## config.mk

```make
export PLATFORM = sky130hd
export DESIGN_NAME = sensor_fault_escalation_fsm_flat
export DESIGN_NICKNAME = d
export VERILOG_FILES = /design/src/sfe_pkg.sv /design/src/sfe_in_if.sv /design/src/sfe_out_if.sv /design/src/sensor_fault_escalation_fsm.sv /design/src/flat_wrapper.sv
export SDC_FILE = /design/constraint.sdc
export NUM_CORES = 1
export LEC_CHECK = 0
export BUFFER_PORTS_ARGS = -buffer_cell sky130_fd_sc_hd__buf_4
export CAP_MARGIN = 20
export CORE_MARGIN = 1
export CORE_UTILIZATION = 53
export CTS_BUF_LIST = sky130_fd_sc_hd__clkbuf_4
export DETAILED_ROUTE_END_ITERATION = 6
export PLACE_DENSITY = 0.85
export SETUP_SLACK_MARGIN = 0.02
export SLEW_MARGIN = 20
export SYNTH_ARGS = -nofsm -noshare
export SYNTH_HDL_FRONTEND = slang
export SYNTH_SLANG_ARGS = --single-unit
```

## constraint.sdc

```tcl
create_clock -name clk -period 10.3 [get_ports clk]
set_input_delay 2.06 -clock clk [delete_from_list [all_inputs] [get_ports clk]]
set_output_delay 2.06 -clock clk [all_outputs]
set_load 0.01 [all_outputs]
```

## src/sfe_pkg.sv

```systemverilog
// Shared types, codes and state conversion functions for the sensor fault escalation block.
package sfe_pkg;

    // Commands carried by an input item.
    typedef enum logic [1:0] {
        CMD_NOTE          = 2'd0,
        CMD_TICK          = 2'd1,
        CMD_RECOVERY_DONE = 2'd2,
        CMD_SET_STATE     = 2'd3
    } cmd_t;

    // Health codes reported by the sensor driver.
    localparam logic [2:0] HC_OK         = 3'd0;
    localparam logic [2:0] HC_CALIB_FAIL = 3'd1;
    localparam logic [2:0] HC_STUCK_IRQ  = 3'd2;
    localparam logic [2:0] HC_NACK       = 3'd3;
    localparam logic [2:0] HC_BUS_ERROR  = 3'd4;

    // External state encoding, as seen on the state field.
    localparam logic [2:0] SC_BOOT        = 3'd0;
    localparam logic [2:0] SC_CALIBRATING = 3'd1;
    localparam logic [2:0] SC_READY       = 3'd2;
    localparam logic [2:0] SC_CAPTURE     = 3'd3;
    localparam logic [2:0] SC_RECOVERING  = 3'd4;
    localparam logic [2:0] SC_FAULT_CAL   = 3'd5;
    localparam logic [2:0] SC_FAULT_STK   = 3'd6;
    localparam logic [2:0] SC_FAULT_NACK  = 3'd7;

    // Configuration register indexes.
    localparam logic CFG_RETRY_LIMIT  = 1'b0;
    localparam logic CFG_RETRY_PERIOD = 1'b1;

    // Reset values of the configuration registers.
    localparam logic [7:0]  RETRY_LIMIT_RST  = 8'd3;
    localparam logic [31:0] RETRY_PERIOD_RST = 32'd1000;

    // Internal one-hot health state.
    typedef enum logic [7:0] {
        ST_BOOT        = 8'b0000_0001,
        ST_CALIBRATING = 8'b0000_0010,
        ST_READY       = 8'b0000_0100,
        ST_CAPTURE     = 8'b0000_1000,
        ST_RECOVERING  = 8'b0001_0000,
        ST_FAULT_CAL   = 8'b0010_0000,
        ST_FAULT_STK   = 8'b0100_0000,
        ST_FAULT_NACK  = 8'b1000_0000
    } state_t;

    // Decode an external state code into the one-hot state.
    function automatic state_t state_from_code(input logic [2:0] code);
        state_t s;
        unique case (code)
            SC_BOOT:        s = ST_BOOT;
            SC_CALIBRATING: s = ST_CALIBRATING;
            SC_READY:       s = ST_READY;
            SC_CAPTURE:     s = ST_CAPTURE;
            SC_RECOVERING:  s = ST_RECOVERING;
            SC_FAULT_CAL:   s = ST_FAULT_CAL;
            SC_FAULT_STK:   s = ST_FAULT_STK;
            SC_FAULT_NACK:  s = ST_FAULT_NACK;
            default:        s = ST_BOOT;
        endcase
        return s;
    endfunction

    // Encode the one-hot state into its external code.
    function automatic logic [2:0] state_to_code(input state_t s);
        logic [2:0] code;
        unique case (s)
            ST_BOOT:        code = SC_BOOT;
            ST_CALIBRATING: code = SC_CALIBRATING;
            ST_READY:       code = SC_READY;
            ST_CAPTURE:     code = SC_CAPTURE;
            ST_RECOVERING:  code = SC_RECOVERING;
            ST_FAULT_CAL:   code = SC_FAULT_CAL;
            ST_FAULT_STK:   code = SC_FAULT_STK;
            ST_FAULT_NACK:  code = SC_FAULT_NACK;
            default:        code = SC_BOOT;
        endcase
        return code;
    endfunction

endpackage

```

## src/sfe_in_if.sv

```systemverilog
// Input channel carrying one command item per handshake.
interface sfe_in_if;
    logic        valid;
    logic        ready;
    logic [1:0]  command;
    logic [2:0]  health_code;
    logic [63:0] now_ms;
    logic [2:0]  new_state;

    modport source (output valid, command, health_code, now_ms, new_state, input ready);
    modport sink   (input valid, command, health_code, now_ms, new_state, output ready);
endinterface

```

## src/sfe_out_if.sv

```systemverilog
// Output channel carrying one status item per handshake.
interface sfe_out_if;
    logic       valid;
    logic       ready;
    logic [2:0] state;
    logic       in_fault;
    logic       recovery_request;
    logic [7:0] fail_count;

    modport source (output valid, state, in_fault, recovery_request, fail_count, input ready);
    modport sink   (input valid, state, in_fault, recovery_request, fail_count, output ready);
endinterface

```

## src/sensor_fault_escalation_fsm.sv

```systemverilog
// Sensor health monitor: fault escalation state machine with paced recovery requests.
//
//  Channel     Direction  Handshake      Contents
//  item_in     sink       valid/ready    command, health_code, now_ms, new_state
//  result_out  source     valid/ready    state, in_fault, recovery_request, fail_count
//  cfg         write      cfg_we         cfg_index selects retry_limit or retry_period_ms
//
// Each item is captured in an input register; from there the state update and the status
// item are computed in a single pass and written to the state and result registers. One
// item is taken every cycle while the result side is not stalled; the path is set by
// the 64-bit deadline subtract and add. Reset puts the monitor in boot with a zero count
// and deadline. A stalled result holds its register while the input register can still
// take one more item; the input side stalls only when both are full.
module sensor_fault_escalation_fsm (
    input  logic        clk,
    input  logic        rst_n,
    sfe_in_if.sink      item_in,
    sfe_out_if.source   result_out,
    input  logic        cfg_we,
    input  logic        cfg_index,
    input  logic [31:0] cfg_wdata
);

    // Input register stage.
    logic        s1_valid_reg;
    logic [1:0]  cmd_reg;
    logic [2:0]  code_reg;
    logic [63:0] now_reg;
    logic [2:0]  new_state_reg;

    // Monitor state and configuration.
    sfe_pkg::state_t state_reg, state_next;
    logic [7:0]  err_reg, err_next;
    logic [63:0] deadline_reg, deadline_next;
    logic [7:0]  limit_reg;
    logic [31:0] period_reg;

    // Result register stage.
    logic        out_valid_reg;
    logic [2:0]  out_state_reg;
    logic        out_fault_reg;
    logic        out_req_reg;
    logic [7:0]  out_count_reg;

    logic        s2_ready;
    logic        s2_adv;
    logic        in_acc;
    logic        req_next;
    logic [7:0]  err_inc;
    logic [63:0] elapsed;
    logic        active;
    logic [2:0]  state_code_next;

    // Handshake control.
    assign s2_ready       = !out_valid_reg || result_out.ready;
    assign s2_adv         = s1_valid_reg && s2_ready;
    assign item_in.ready  = !s1_valid_reg || s2_ready;
    assign in_acc         = item_in.valid && item_in.ready;

    // Input register.
    always_ff @(posedge clk or negedge rst_n)
    begin
        if (!rst_n)
        begin
            s1_valid_reg <= 1'b0;
        end
        else if (in_acc)
        begin
            s1_valid_reg <= 1'b1;
        end
        else if (s2_adv)
        begin
            s1_valid_reg <= 1'b0;
        end
    end

    always_ff @(posedge clk)
    begin
        if (in_acc)
        begin
            cmd_reg       <= item_in.command;
            code_reg      <= item_in.health_code;
            now_reg       <= item_in.now_ms;
            new_state_reg <= item_in.new_state;
        end
    end

    // Configuration registers.
    always_ff @(posedge clk or negedge rst_n)
    begin
        if (!rst_n)
        begin
            limit_reg  <= sfe_pkg::RETRY_LIMIT_RST;
            period_reg <= sfe_pkg::RETRY_PERIOD_RST;
        end
        else if (cfg_we)
        begin
            if (cfg_index == sfe_pkg::CFG_RETRY_LIMIT)
            begin
                limit_reg <= cfg_wdata[7:0];
            end
            else
            begin
                period_reg <= cfg_wdata;
            end
        end
    end

    // Shared terms of the update.
    assign err_inc = (err_reg == 8'hFF) ? 8'hFF : err_reg + 8'd1;
    assign elapsed = now_reg - deadline_reg;
    assign active  = (state_reg == sfe_pkg::ST_RECOVERING)
                  || (state_reg == sfe_pkg::ST_FAULT_CAL)
                  || (state_reg == sfe_pkg::ST_FAULT_STK)
                  || (state_reg == sfe_pkg::ST_FAULT_NACK);

    // Next state for the item in the input register.
    always_comb
    begin
        state_next    = state_reg;
        err_next      = err_reg;
        deadline_next = deadline_reg;
        req_next      = 1'b0;
        unique case (sfe_pkg::cmd_t'(cmd_reg))
            sfe_pkg::CMD_NOTE:
            begin
                priority if (code_reg == sfe_pkg::HC_OK)
                begin
                    if (state_reg != sfe_pkg::ST_CAPTURE)
                    begin
                        state_next = sfe_pkg::ST_READY;
                    end
                    err_next = 8'd0;
                end
                else if (code_reg == sfe_pkg::HC_CALIB_FAIL)
                begin
                    state_next = sfe_pkg::ST_FAULT_CAL;
                end
                else if (code_reg == sfe_pkg::HC_STUCK_IRQ)
                begin
                    state_next = sfe_pkg::ST_FAULT_STK;
                end
                else
                begin
                    // Transient error: count it and escalate at the limit.
                    err_next = err_inc;
                    if (err_inc >= limit_reg)
                    begin
                        state_next = (code_reg == sfe_pkg::HC_BUS_ERROR)
                                   ? sfe_pkg::ST_FAULT_STK : sfe_pkg::ST_FAULT_NACK;
                    end
                    else if (state_reg == sfe_pkg::ST_READY || state_reg == sfe_pkg::ST_BOOT)
                    begin
                        state_next = sfe_pkg::ST_RECOVERING;
                    end
                end
            end
            sfe_pkg::CMD_TICK:
            begin
                // Start a recovery attempt once the deadline has been reached, in a recovering or fault state.
                if (active && !elapsed[63])
                begin
                    deadline_next = now_reg + {32'd0, period_reg};
                    state_next    = sfe_pkg::ST_RECOVERING;
                    req_next      = 1'b1;
                end
            end
            sfe_pkg::CMD_RECOVERY_DONE:
            begin
                priority if (code_reg == sfe_pkg::HC_OK)
                begin
                    state_next = sfe_pkg::ST_READY;
                    err_next   = 8'd0;
                end
                else if (code_reg == sfe_pkg::HC_CALIB_FAIL)
                begin
                    state_next = sfe_pkg::ST_FAULT_CAL;
                end
                else
                begin
                    state_next = sfe_pkg::ST_FAULT_NACK;
                end
            end
            sfe_pkg::CMD_SET_STATE:
            begin
                state_next = sfe_pkg::state_from_code(new_state_reg);
            end
            default:
            begin
                state_next = state_reg;
            end
        endcase
    end

    assign state_code_next = sfe_pkg::state_to_code(state_next);

    // Monitor state registers.
    always_ff @(posedge clk or negedge rst_n)
    begin
        if (!rst_n)
        begin
            state_reg    <= sfe_pkg::ST_BOOT;
            err_reg      <= 8'd0;
            deadline_reg <= 64'd0;
        end
        else if (s2_adv)
        begin
            state_reg    <= state_next;
            err_reg      <= err_next;
            deadline_reg <= deadline_next;
        end
    end

    // Result register.
    always_ff @(posedge clk or negedge rst_n)
    begin
        if (!rst_n)
        begin
            out_valid_reg <= 1'b0;
        end
        else if (s2_ready)
        begin
            out_valid_reg <= s1_valid_reg;
        end
    end

    always_ff @(posedge clk)
    begin
        if (s2_adv)
        begin
            out_state_reg <= state_code_next;
            out_fault_reg <= (state_code_next >= sfe_pkg::SC_FAULT_CAL);
            out_req_reg   <= req_next;
            out_count_reg <= err_next;
        end
    end

    assign result_out.valid            = out_valid_reg;
    assign result_out.state            = out_state_reg;
    assign result_out.in_fault         = out_fault_reg;
    assign result_out.recovery_request = out_req_reg;
    assign result_out.fail_count       = out_count_reg;

    // A recovery request is only ever reported together with the recovering state.
    assert property (@(posedge clk) disable iff (!rst_n)
        result_out.valid && result_out.recovery_request
            |-> result_out.state == sfe_pkg::SC_RECOVERING)
        else $error("recovery request without recovering state");

    // The deadline moves only when a recovery attempt is started.
    assert property (@(posedge clk) disable iff (!rst_n)
        !(s2_adv && req_next) |=> $stable(deadline_reg))
        else $error("retry deadline changed without a recovery request");

    // An OK health note always clears the fail count.
    assert property (@(posedge clk) disable iff (!rst_n)
        s2_adv && cmd_reg == sfe_pkg::CMD_NOTE && code_reg == sfe_pkg::HC_OK
            |=> err_reg == 8'd0)
        else $error("OK note did not clear the fail count");

    // Ticks and state writes never touch the fail count.
    assert property (@(posedge clk) disable iff (!rst_n)
        s2_adv && (cmd_reg == sfe_pkg::CMD_TICK || cmd_reg == sfe_pkg::CMD_SET_STATE)
            |=> $stable(err_reg))
        else $error("fail count changed by tick or set-state");

endmodule
```

## src/flat_wrapper.sv

```systemverilog
// flat-port wrapper written by rule: the top's interface ports become plain ports
module sensor_fault_escalation_fsm_flat 
  (clk, rst_n, cfg_we, cfg_index, cfg_wdata, item_in_valid, item_in_command, item_in_health_code, item_in_now_ms, item_in_new_state, item_in_ready, result_out_valid, result_out_state, result_out_in_fault, result_out_recovery_request, result_out_fail_count, result_out_ready);
  sfe_in_if item_in_i ();
  sfe_out_if result_out_i ();
  input  logic clk;
  input  logic rst_n;
  input  logic cfg_we;
  input  logic cfg_index;
  input  logic [31:0] cfg_wdata;
  input wire logic [$bits(item_in_i.valid)-1:0] item_in_valid;
  input wire logic [$bits(item_in_i.command)-1:0] item_in_command;
  input wire logic [$bits(item_in_i.health_code)-1:0] item_in_health_code;
  input wire logic [$bits(item_in_i.now_ms)-1:0] item_in_now_ms;
  input wire logic [$bits(item_in_i.new_state)-1:0] item_in_new_state;
  output wire logic [$bits(item_in_i.ready)-1:0] item_in_ready;
  output wire logic [$bits(result_out_i.valid)-1:0] result_out_valid;
  output wire logic [$bits(result_out_i.state)-1:0] result_out_state;
  output wire logic [$bits(result_out_i.in_fault)-1:0] result_out_in_fault;
  output wire logic [$bits(result_out_i.recovery_request)-1:0] result_out_recovery_request;
  output wire logic [$bits(result_out_i.fail_count)-1:0] result_out_fail_count;
  input wire logic [$bits(result_out_i.ready)-1:0] result_out_ready;
  assign item_in_i.valid = item_in_valid;
  assign item_in_i.command = item_in_command;
  assign item_in_i.health_code = item_in_health_code;
  assign item_in_i.now_ms = item_in_now_ms;
  assign item_in_i.new_state = item_in_new_state;
  assign item_in_ready = item_in_i.ready;
  assign result_out_valid = result_out_i.valid;
  assign result_out_state = result_out_i.state;
  assign result_out_in_fault = result_out_i.in_fault;
  assign result_out_recovery_request = result_out_i.recovery_request;
  assign result_out_fail_count = result_out_i.fail_count;
  assign result_out_i.ready = result_out_ready;
  sensor_fault_escalation_fsm u_core (.clk(clk), .rst_n(rst_n), .item_in(item_in_i), .result_out(result_out_i), .cfg_we(cfg_we), .cfg_index(cfg_index), .cfg_wdata(cfg_wdata));
endmodule
```

==> metrics.txt, run 1 <==
# resized after CTS=0; Seq cells post-synth=215; end of the critical path=item_in_ready; Iter 0 DRT Violations=roughly 550; initial antenna violation count=1; f_max=approximately 0.22 GHz; Post-Route Skew=0.0556 ns; commonest non-fill, non-tap cell in the layout=nand2_1; startpoint types=input port; Clk pin slew, worst setup/hold paths=0.06 ns; All-Layer GR Usage=0.231; Nets=~1600; Final Worst Setup Slack=around 5.7 ns; setup_tns=0 ns; Slew @ Worst Pin=around 1.0 ns; CTS Buf Count=56; number of synthesized flops with an enable pin=85; PortBufs=about 120; Final min period=about 4.6 ns; final count of pins violating max slew=0; Wirelength per Cell=15.9 µm; vias in the first global route=9255; DR vias=~9400; P_leak=around 6.3 nW; mapped cell area=approximately 12000 µm²; VDD IR max=109 µV; R2R setup slack=about 5.8 ns; met1 usage in global routing=0.285; core area=22000 µm²; gr busiest metal=met2; Rows=54; hpwl dp=~19000 µm; slowest stage cell, crit path=nand3b_1; CP arrival=about 2.5 ns; Reg2Reg Depth=14; CTS tree=built; Synth Flop Type=dfrtp_1; Mapped Avg Cell Area=slightly above 10 µm²; crit path kind=input port to output port; count of cell types in the netlist=76; met3 GRT Util=0.0492; Via density=approximately 5.6; syn_nets=~1400; final wirelength=roughly 27000 µm; width of the die=153 µm; Reg2Reg Launch Point=u_core.now_reg[0]; Hold Vio Cnt, Final=0; status=complete, but fails checks; final setup violation count=0; Async S/R FF share, synth=0.567; crit-path cells=buf_4, nand3b_1, buf_4; residual DRC count=6; buffer levels on the longest clock path=3; CP Buf/Inv Count=2; Initial Util=0.547; pre-CTS setup slack=~5.4 ns; post-CTS setup buffer count=0; Max stage delay on crit path=0.18 ns; failing checks=design-rule violations; CP most frequent cell=buf_4; clock sink count=approximately 220; finished layout cell area=14000 µm²; Die Height=roughly 150 µm; clk_lat worst skew=approximately 0.7 ns; filler instances=~1700; Mapped Cells=approximately 1200; CTS Hold Bufs=0; CP startpoint=result_out_ready; crit path max fanout=3; FF-to-FF End=u_core.deadline_reg[46]; htree depth=2; gpl congestion=0.859; first-pass GRT wire length=about 43000 µm; slew margin rel.=0.296; root buffer cell=clkbuf_4; largest net degree at the start of global routing=around 100; Max-cap violations=0; io pins=between 100 and 150; DRT Pass-1 Iters=7; Layout area overhead=16.5%; sequential fraction of the synthesis area=0.479; commonest non-fill, non-tap cells in the layout=nand2_1, buf_4, dfrtp_1, ha_1, o21ai_0; CP Depth=3; Setup crit end kind=output port; CP required=~8.2 ns; GR Overflow Total=0; Pwr per Cell Area=approximately 200 nW/µm²; worst min path class=register to register; RSZ-0062 raised after global routing=no; Tcrit/Tclk final=0.444; layout cell share with drive strength beyond 1=0.208; family with the most delay on the worst path=buffers and inverters; placed cell area=between 10000 and 15000 µm²; Die ar.=between 20000 and 25000 µm²; Tot Pwr=~2.7 mW; post-route ant nets=0; Ys Warns=0; met2 global-route usage=0.396
[power by group]
part	switching, mW	leakage [nW]	internal, mW	total (mW)
Combinational	0.448	3.40	0.361	0.809
Clock	0.353	0.451	0.411	0.764
Sequential	0.108	2.43	1.06	1.17
[worst min-delay path by stage]
| stage | end | start | slack (ns) | cells past startpoint |
|---|---|---|---|---|
| floorplan | u_core.deadline_reg[21] | u_core.deadline_reg[21] | 0.45 | 2 |
| global route | u_core.deadline_reg[7] | u_core.deadline_reg[7] | 0.50 | 2 |
| detailed placement | u_core.deadline_reg[17] | u_core.deadline_reg[17] | 0.47 | 2 |
| CTS | u_core.deadline_reg[17] | u_core.deadline_reg[17] | 0.48 | 2 |
| finish | u_core.deadline_reg[7] | u_core.deadline_reg[7] | 0.48 | 2 |
| global placement | u_core.deadline_reg[61] | u_core.deadline_reg[61] | 0.46 | 2 |
[through the flow]
step,hold WS [ns],util,std cells
4_1_cts,0.482,0.636,1666
2_1_floorplan,0.449,-,1180
6_report,0.479,0.637,1668
3_3_place_gp,0.460,0.602,1560
5_1_grt,0.498,0.637,1668
3_5_place_dp,0.470,0.602,1560
[layer usage]
layer	vias to the layer above	wire length (µm)
li1	4578	-
met1	4424	11300
met2	292	12900
met3	60	1700
met4	0	656
met5	-	0
[worst reg2reg max path: stages, from the launching register on]
cell and delay, ns:
edfxtp_1 0.45, ha_1 0.23, inv_1 0.07, fa_1 0.20, nor2b_1 0.07, o21ai_1 0.14, a21boi_0 0.20, o311ai_1 0.49
a31oi_1 0.21, o41ai_2 0.61, o221ai_1 0.39, o311ai_2 0.87, nor2_1 0.14, xnor2_1 0.19, o21ai_0 0.10
[final cells by class]
cell class / count / area, µm² / share of cell area
diodes: 1 / 2.50 / 0.000178
well taps: 280 / 350 / 0.0250
inverters: 89 / 334 / 0.0238
clock buffers: 87 / 653 / 0.0465
flip-flops and latches: 215 / 5780 / 0.412
multi-input cells: 848 / 5830 / 0.416
repair buffers: 129 / 976 / 0.0695
clock inverters: 19 / 105 / 0.00749
[cell families (layout without fill, tap and decap cells)]
group	after synthesis	after routing	share of synthesized area
flip-flops	215	215	0.479
buffers and inverters	117	324	0.0365
XOR/XNOR	66	66	0.0480
AND/OR/NAND/NOR	359	359	0.143
adder cells (fa/ha/maj)	104	104	0.109
multiplexers	45	45	0.0416
AO/OA/AOI/OAI	274	274	0.143
other	0	1	0
[Yosys cell counts, types with 3 or more instances]
master,count,share of area
a211oi_1,6,0.0037
a21o_1,29,0.018
a21oi_1,57,0.024
a22o_1,9,0.0065
a31oi_1,16,0.0083
and2_1,5,0.0026
and3_1,18,0.0093
buf_1,4,0.0012
clkbuf_1,24,0.0075
dfrtp_1,113,0.23
dfstp_2,9,0.020
dfxtp_1,8,0.013
edfxtp_1,85,0.21
ha_1,103,0.11
inv_1,89,0.028
mux2_2,41,0.038
mux2i_1,4,0.0033
nand2_1,160,0.050
nand2b_1,14,0.0073
nand3_1,18,0.0075
nand4_1,12,0.0062
nor2_1,62,0.019
nor2b_1,15,0.0078
nor3_1,18,0.0075
nor3b_1,8,0.0050
nor4_1,5,0.0026
o2111ai_1,3,0.0022
o211ai_1,7,0.0044
o21a_1,7,0.0044
o21ai_0,100,0.042
o31ai_1,6,0.0037
or2_2,3,0.0016
or4_1,4,0.0025
xnor2_1,48,0.035
xor2_1,18,0.013
Note: power is estimated with default switching activity, not from simulation.
==> inputs of run 2 (changes only) <==
--- a/config.mk
+++ b/config.mk
@@ -11,7 +11,7 @@
 export CORE_UTILIZATION = 53
 export CTS_BUF_LIST = sky130_fd_sc_hd__clkbuf_4
 export DETAILED_ROUTE_END_ITERATION = 6
-export PLACE_DENSITY = 0.85
+export PLACE_DENSITY = 0.88
 export SETUP_SLACK_MARGIN = 0.02
 export SLEW_MARGIN = 20
 export SYNTH_ARGS = -nofsm -noshare
==> constraint.sdc (replaced) <==
create_clock -name clk -period 4.2 [get_ports clk]
set_input_delay 0.84 -clock clk [delete_from_list [all_inputs] [get_ports clk]]
set_output_delay 0.84 -clock clk [all_outputs]
set_load 0.01 [all_outputs]
==> run 2 against run 1 <==
Compared with the run above: the run still ends with design-rule violations left; via count up 1.7%; sequential share of layout area is 0.64 points lower; combinational power increased to 2.6 times the previous value; register-to-register slack worse by 5.6 ns; worst hold slack lost 0.22 ns; critical endpoint is now u_core.result_out.in_fault.
==> metrics.txt, run 2 (synthesis gave the netlist of run 1 again) <==
CP required=4.72 ns; Final min period=4.01 ns; Switch Pwr=between 2 and 2.5 mW; met1 usage in global routing=0.301; commonest non-fill, non-tap cell in the layout=nand2_1; clk_lat worst skew=between 0.6 and 0.7 ns; Layout area overhead=18.3%; Setup crit end kind=register; gr busiest metal=met2; Max stage delay on crit path=0.44 ns; Sequential Power Share=0.421; CTS Buf Count=55; final setup violation count=0; clock sink count=~220; vias in the first global route=9673; status=complete, but fails checks; met2 global-route usage=0.412; P_leak=about 6.4 nW; layout cell share with drive strength beyond 1=0.224; crit-path cells=ha_2, and3_1, nand3_2, and2_1, ha_1, nor3b_1, o21ai_2, a211oi_4, nor3b_1, o41a_1, or2_4, a311o_1, or4_1, a311oi_2, o21a_1; hpwl dp=20100 µm; Nets=1574; f_max=roughly 0.25 GHz; final wirelength=~28000 µm; met3 GRT Util=0.0503; Logic pwr share=0.315; Die ar.=roughly 23000 µm²; Clk pin slew, worst setup/hold paths=0.07 ns; Max-cap violations=0; Wirelength per Cell=around 17 µm; slew margin rel.=0.352; multi-input logic area=5910 µm²; CP most frequent cell=nor3b_1; Slew @ Worst Pin=0.970 ns; Tcrit/Tclk final=0.956; post-route ant nets=0; family with the most delay on the worst path=compound AO/OA/AOI/OAI gates; failing checks=design-rule violations; root buffer cell=clkbuf_4; Initial Util=0.547; final count of pins violating max slew=0; gpl congestion=slightly above 0.9; VDD IR max=approximately 280 µV; CTS tree=built; filler instances=about 1700; CP Buf/Inv Count=0; largest net degree at the start of global routing=67; crit path kind=register to register; core area=roughly 22000 µm²; Tot Pwr=~6.8 mW; Hold Vio Cnt, Final=0; Finished Layout Cells=roughly 1700; register area=5780 µm²; GR Overflow Total=0; internal cell power=between 4 and 5 mW; Iter 0 DRT Violations=581; CTS Hold Bufs=0; worst min path class=input port to async pin; Die Height=between 150 and 200 µm; residual DRC count=2; slowest stage cell, crit path=o41a_1; final core utilization=0.647; startpoint types=register; DR vias=between 9000 and 10000; Rows=54; crit path max fanout=5; first-pass GRT wire length=about 46000 µm; sw frac=0.340; dpl cells=~1600; commonest non-fill, non-tap cells in the layout=nand2_1, buf_4, dfrtp_1, ha_1, o21ai_0; DRT Pass-1 Iters=7; All-Layer GR Usage=0.242; htree depth=2; buffer levels on the longest clock path=3; Clk network pwr share=0.264; io pins=roughly 130; PortBufs=roughly 120; width of the die=between 150 and 200 µm; Via density=roughly 5.6; CP arrival=4.53 ns; Post-Route Skew=0.0230 ns; Pwr per Cell Area=between 400 and 500 nW/µm²; initial antenna violation count=1
-- run 2: power groups by stage --
stage / Clock (mW) / Combinational (mW) / Sequential (mW)
6_report: 1.79 / 2.13 / 2.85
5_1_grt: 1.94 / 2.42 / 2.90
4_1_cts: 1.84 / 2.08 / 2.85
3_5_place_dp: 0 / 2.07 / 2.89
3_3_place_gp: 0 / 1.97 / 2.87
2_1_floorplan: 0 / 1.48 / 2.83
-- run 2: final timing paths --
path | startpoint | endpoint | slack, ns | cells past startpoint
max in group asynchronous | rst_n | u_core.deadline_reg[37] | 3.06 | 2
worst min register to register | u_core.deadline_reg[21] | u_core.deadline_reg[21] | 0.48 | 2
worst max register to register | u_core.err_reg[1] | u_core.result_out.in_fault | 0.19 | 15
worst min-delay path | rst_n | u_core.deadline_reg[27] | 0.26 | 1
min in group clk | item_in_now_ms[11] | u_core.now_reg[11] | 0.35 | 1
worst max-delay path | u_core.err_reg[1] | u_core.result_out.in_fault | 0.19 | 15
-- run 2: what timing repair did --
action,4_1_cts,5_1_grt
setup endpoints to repair,0,4
buffers inserted,0,4
gates resized for setup,0,17
-- run 2: through the flow --
stage / hold WS [ns] / cell area, µm² / setup WS, ns / setup TNS (ns)
3_5_place_dp: 0.468 / 13400 / 0.0429 / 0
5_1_grt: 0.272 / 14300 / -0.0157 / -0.0157
2_1_floorplan: 0.449 / 12000 / 0.407 / 0
6_report: 0.263 / 14300 / 0.187 / 0
4_1_cts: 0.262 / 14100 / 0.0508 / 0
3_3_place_gp: 0.459 / 13400 / 0.128 / 0
-- run 2: metal layers --
| layer | share of wire | routed length [µm] |
|---|---|---|
| met5 | 0 | 0 |
| met4 | 0.030 | 836 |
| met3 | 0.063 | 1770 |
| met2 | 0.49 | 13600 |
| met1 | 0.42 | 11700 |
-- run 2: cell type report --
| class | count | area share |
|---|---|---|
| multi-input cells | 848 | 0.414 |
| flip-flops and latches | 215 | 0.405 |
| repair buffers | 151 | 0.0822 |
| clock buffers | 77 | 0.0406 |
| well taps | 280 | 0.0246 |
| inverters | 89 | 0.0234 |
| clock inverters | 27 | 0.00948 |
| diodes | 1 | 0.000176 |
-- run 2: worst register-to-register path, delay by kind of cell, from the launching register on --
kind                       cells  cell delay, ns
and+or+nand+nor                7            1.47
AOI/OAI and AO/OA              6            1.49
DFF                            1            0.40
adders and majority gates      2            0.51
==> inputs of run 3 (changes only) <==
--- a/config.mk
+++ b/config.mk
@@ -7,11 +7,11 @@
 export LEC_CHECK = 0
 export BUFFER_PORTS_ARGS = -buffer_cell sky130_fd_sc_hd__buf_4
 export CAP_MARGIN = 20
-export CORE_MARGIN = 1
-export CORE_UTILIZATION = 53
+export CORE_MARGIN = 4
+export CORE_UTILIZATION = 25
 export CTS_BUF_LIST = sky130_fd_sc_hd__clkbuf_4
 export DETAILED_ROUTE_END_ITERATION = 6
-export PLACE_DENSITY = 0.88
+export PLACE_DENSITY = 0.54
 export SETUP_SLACK_MARGIN = 0.02
 export SLEW_MARGIN = 20
 export SYNTH_ARGS = -nofsm -noshare
==> run 3 against run 2 <==
Compared with the run above: the flow now finishes without violations; worst hold slack worse by 0.083 ns; clock power rose by 9%; flip-flop and latch count stayed put; die area increased by 120%; maximum frequency shrank 1.6%; clock skew rose by 0.025 ns; non-clock buffer count up 3; core utilization decreased by 34 points; combinational power barely moved.
==> metrics.txt, run 3 (synthesis gave the netlist of run 1 again) <==
status=complete, no violations; Reg2Reg Depth=16; post-route ant nets=0; Post-Route Skew=roughly 0.048 ns; Logic pwr share=0.306; gpl congestion=slightly below 0.9; DR vias=~9200; Hold Slack=around 0.18 ns; PortBufs=~120; Tcrit/Tclk final=0.971; CTS Buf Count=61; final setup violation count=0; CTS Hold Bufs=0; hpwl dp=approximately 23000 µm; Reg2Reg Launch Point=u_core.err_reg[4]; CP arrival=between 4 and 5 ns; largest net degree at the start of global routing=57; Tot Pwr=~7 mW; Layout area overhead=22.6%; sw frac=0.339; first-pass GRT wire length=a little under 50000 µm; internal cell power=about 4.6 mW; crit path kind=register to register; Hold Vio Cnt, Final=0; R2R setup slack=approximately 0.12 ns; Sequential Power Share=0.412; Top Layer Used=met5; Pwr per Cell Area=468 nW/µm²; VDD IR max=191 µV; final count of pins violating max slew=0; startpoint types=register; layout cell share with drive strength beyond 1=0.231; width of the die=228 µm; buffer levels on the longest clock path=3; core area=approximately 48000 µm²; CP required=roughly 4.8 ns; clk_lat worst skew=0.76 ns; DR WL met3=approximately 1700 µm; All-Layer GR Usage=0.120; worst min path class=input port to async pin; GR Overflow Total=0; Die Height=approximately 230 µm; P_leak=6.42 nW; Clk network pwr share=0.282; Initial Util=0.253; htree depth=2; Wirelength per Cell=about 15 µm; f_max=0.245 GHz; FF-to-FF End=u_core.result_out.in_fault; clock sink count=roughly 220; Final min period=between 4 and 5 ns; Via density=~4.5; Die ar.=a little over 50000 µm²; Rows=80; commonest non-fill, non-tap cells in the layout=nand2_1, buf_4, dfrtp_1, ha_1, o21ai_0; Max-cap violations=0; Iter 0 DRT Violations=529; wl on met1=14400 µm; Setup crit end kind=register; final wirelength=about 31000 µm; slew margin rel.=0.364; DRT Pass-1 Iters=6; wire length on met2=14400 µm; io pins=about 130; setup_tns=0 ns; root buffer cell=clkbuf_4; initial antenna violation count=2; Slew @ Worst Pin=~0.95 ns; residual DRC count=0; Clk pin slew, worst setup/hold paths=roughly 0.07 ns; CTS tree=built; Switch Pwr=around 2.3 mW; vias in the first global route=roughly 9400; crit path max fanout=5; RSZ-0062 raised after global routing=yes; commonest non-fill, non-tap cell in the layout=nand2_1; Nets=around 1600
[run 3: changes by cell type in the layout (fill, tap and decap cells not counted), sizes merged]
cell	change
clkbuf	+9
clkinv	+1
buf	+3
inv	-2
[run 3: timing repair]
| action | CTS | global route |
|---|---|---|
| pin swaps | 0 | 6 |
| cloned | 0 | 0 |
| setup endpoints to repair | 3 | 3 |
| setup buffers | 0 | 3 |
| gates resized for setup | 4 | 16 |
[run 3: final cells by class]
class / instances / area [µm²]
clock buffers: 86 / 646
diodes: 1 / 2.50
flip-flops and latches: 215 / 5780
well taps: 615 / 769
inverters: 89 / 335
fillers: 4999 / 32900
multi-input cells: 848 / 5910
repair buffers: 154 / 1190
clock inverters: 26 / 130
[run 3: worst max-delay path: stages (launching register included)]
cell	delay, ns
dfrtp_1	0.40
and3_4	0.19
and3_4	0.18
nand3_1	0.09
mux2i_1	0.20
inv_1	0.10
ha_4	0.28
o2111ai_1	0.12
nor2_2	0.17
a211oi_4	0.11
nor3b_1	0.17
o41a_1	0.46
or2_4	0.27
a311o_1	0.27
or4_1	0.43
a311oi_2	0.31
o21a_1	0.17
[run 3: power by group through the flow]
stage	combinational [mW]	clock [mW]	sequential [mW]
final	2.12	1.95	2.85
after global routing	2.45	2.17	2.90
after CTS	2.12	2.07	2.86
after detailed placement	2.10	0	2.89
after global placement	2.06	0	2.89
after floorplan	1.48	0	2.83
[run 3: worst max-delay path by stage]
stage,from,endpoint
final,u_core.err_reg[4],u_core.result_out.in_fault
after CTS,u_core.now_reg[53],u_core.result_out.in_fault
after global placement,u_core.err_reg[4],u_core.result_out.in_fault
after detailed placement,u_core.err_reg[1],u_core.result_out.in_fault
after floorplan,u_core.err_reg[0],u_core.result_out.in_fault
after global routing,u_core.err_reg[4],u_core.result_out.in_fault
[run 3: per-stage QoR]
| stage | utilization | setup slack (ns) | cells | area, µm² |
|---|---|---|---|---|
| detailed placement | 0.291 | -0.0432 | 1918 | 13900 |
| finish | 0.310 | 0.124 | 2034 | 14800 |
| CTS | 0.308 | 0.0376 | 2030 | 14700 |
| global route | 0.310 | -0.0837 | 2034 | 14800 |
| global placement | 0.291 | 0.0492 | 1918 | 13900 |
| floorplan | - | 0.407 | 1180 | 12000 |
[run 3: layer usage]
layer | track usage | vias up
met2 | 0.195 | 204
li1 | - | 4637
met1 | 0.156 | 4327
met5 | 0 | -
met4 | 0.0461 | 2
met3 | 0.0280 | 54
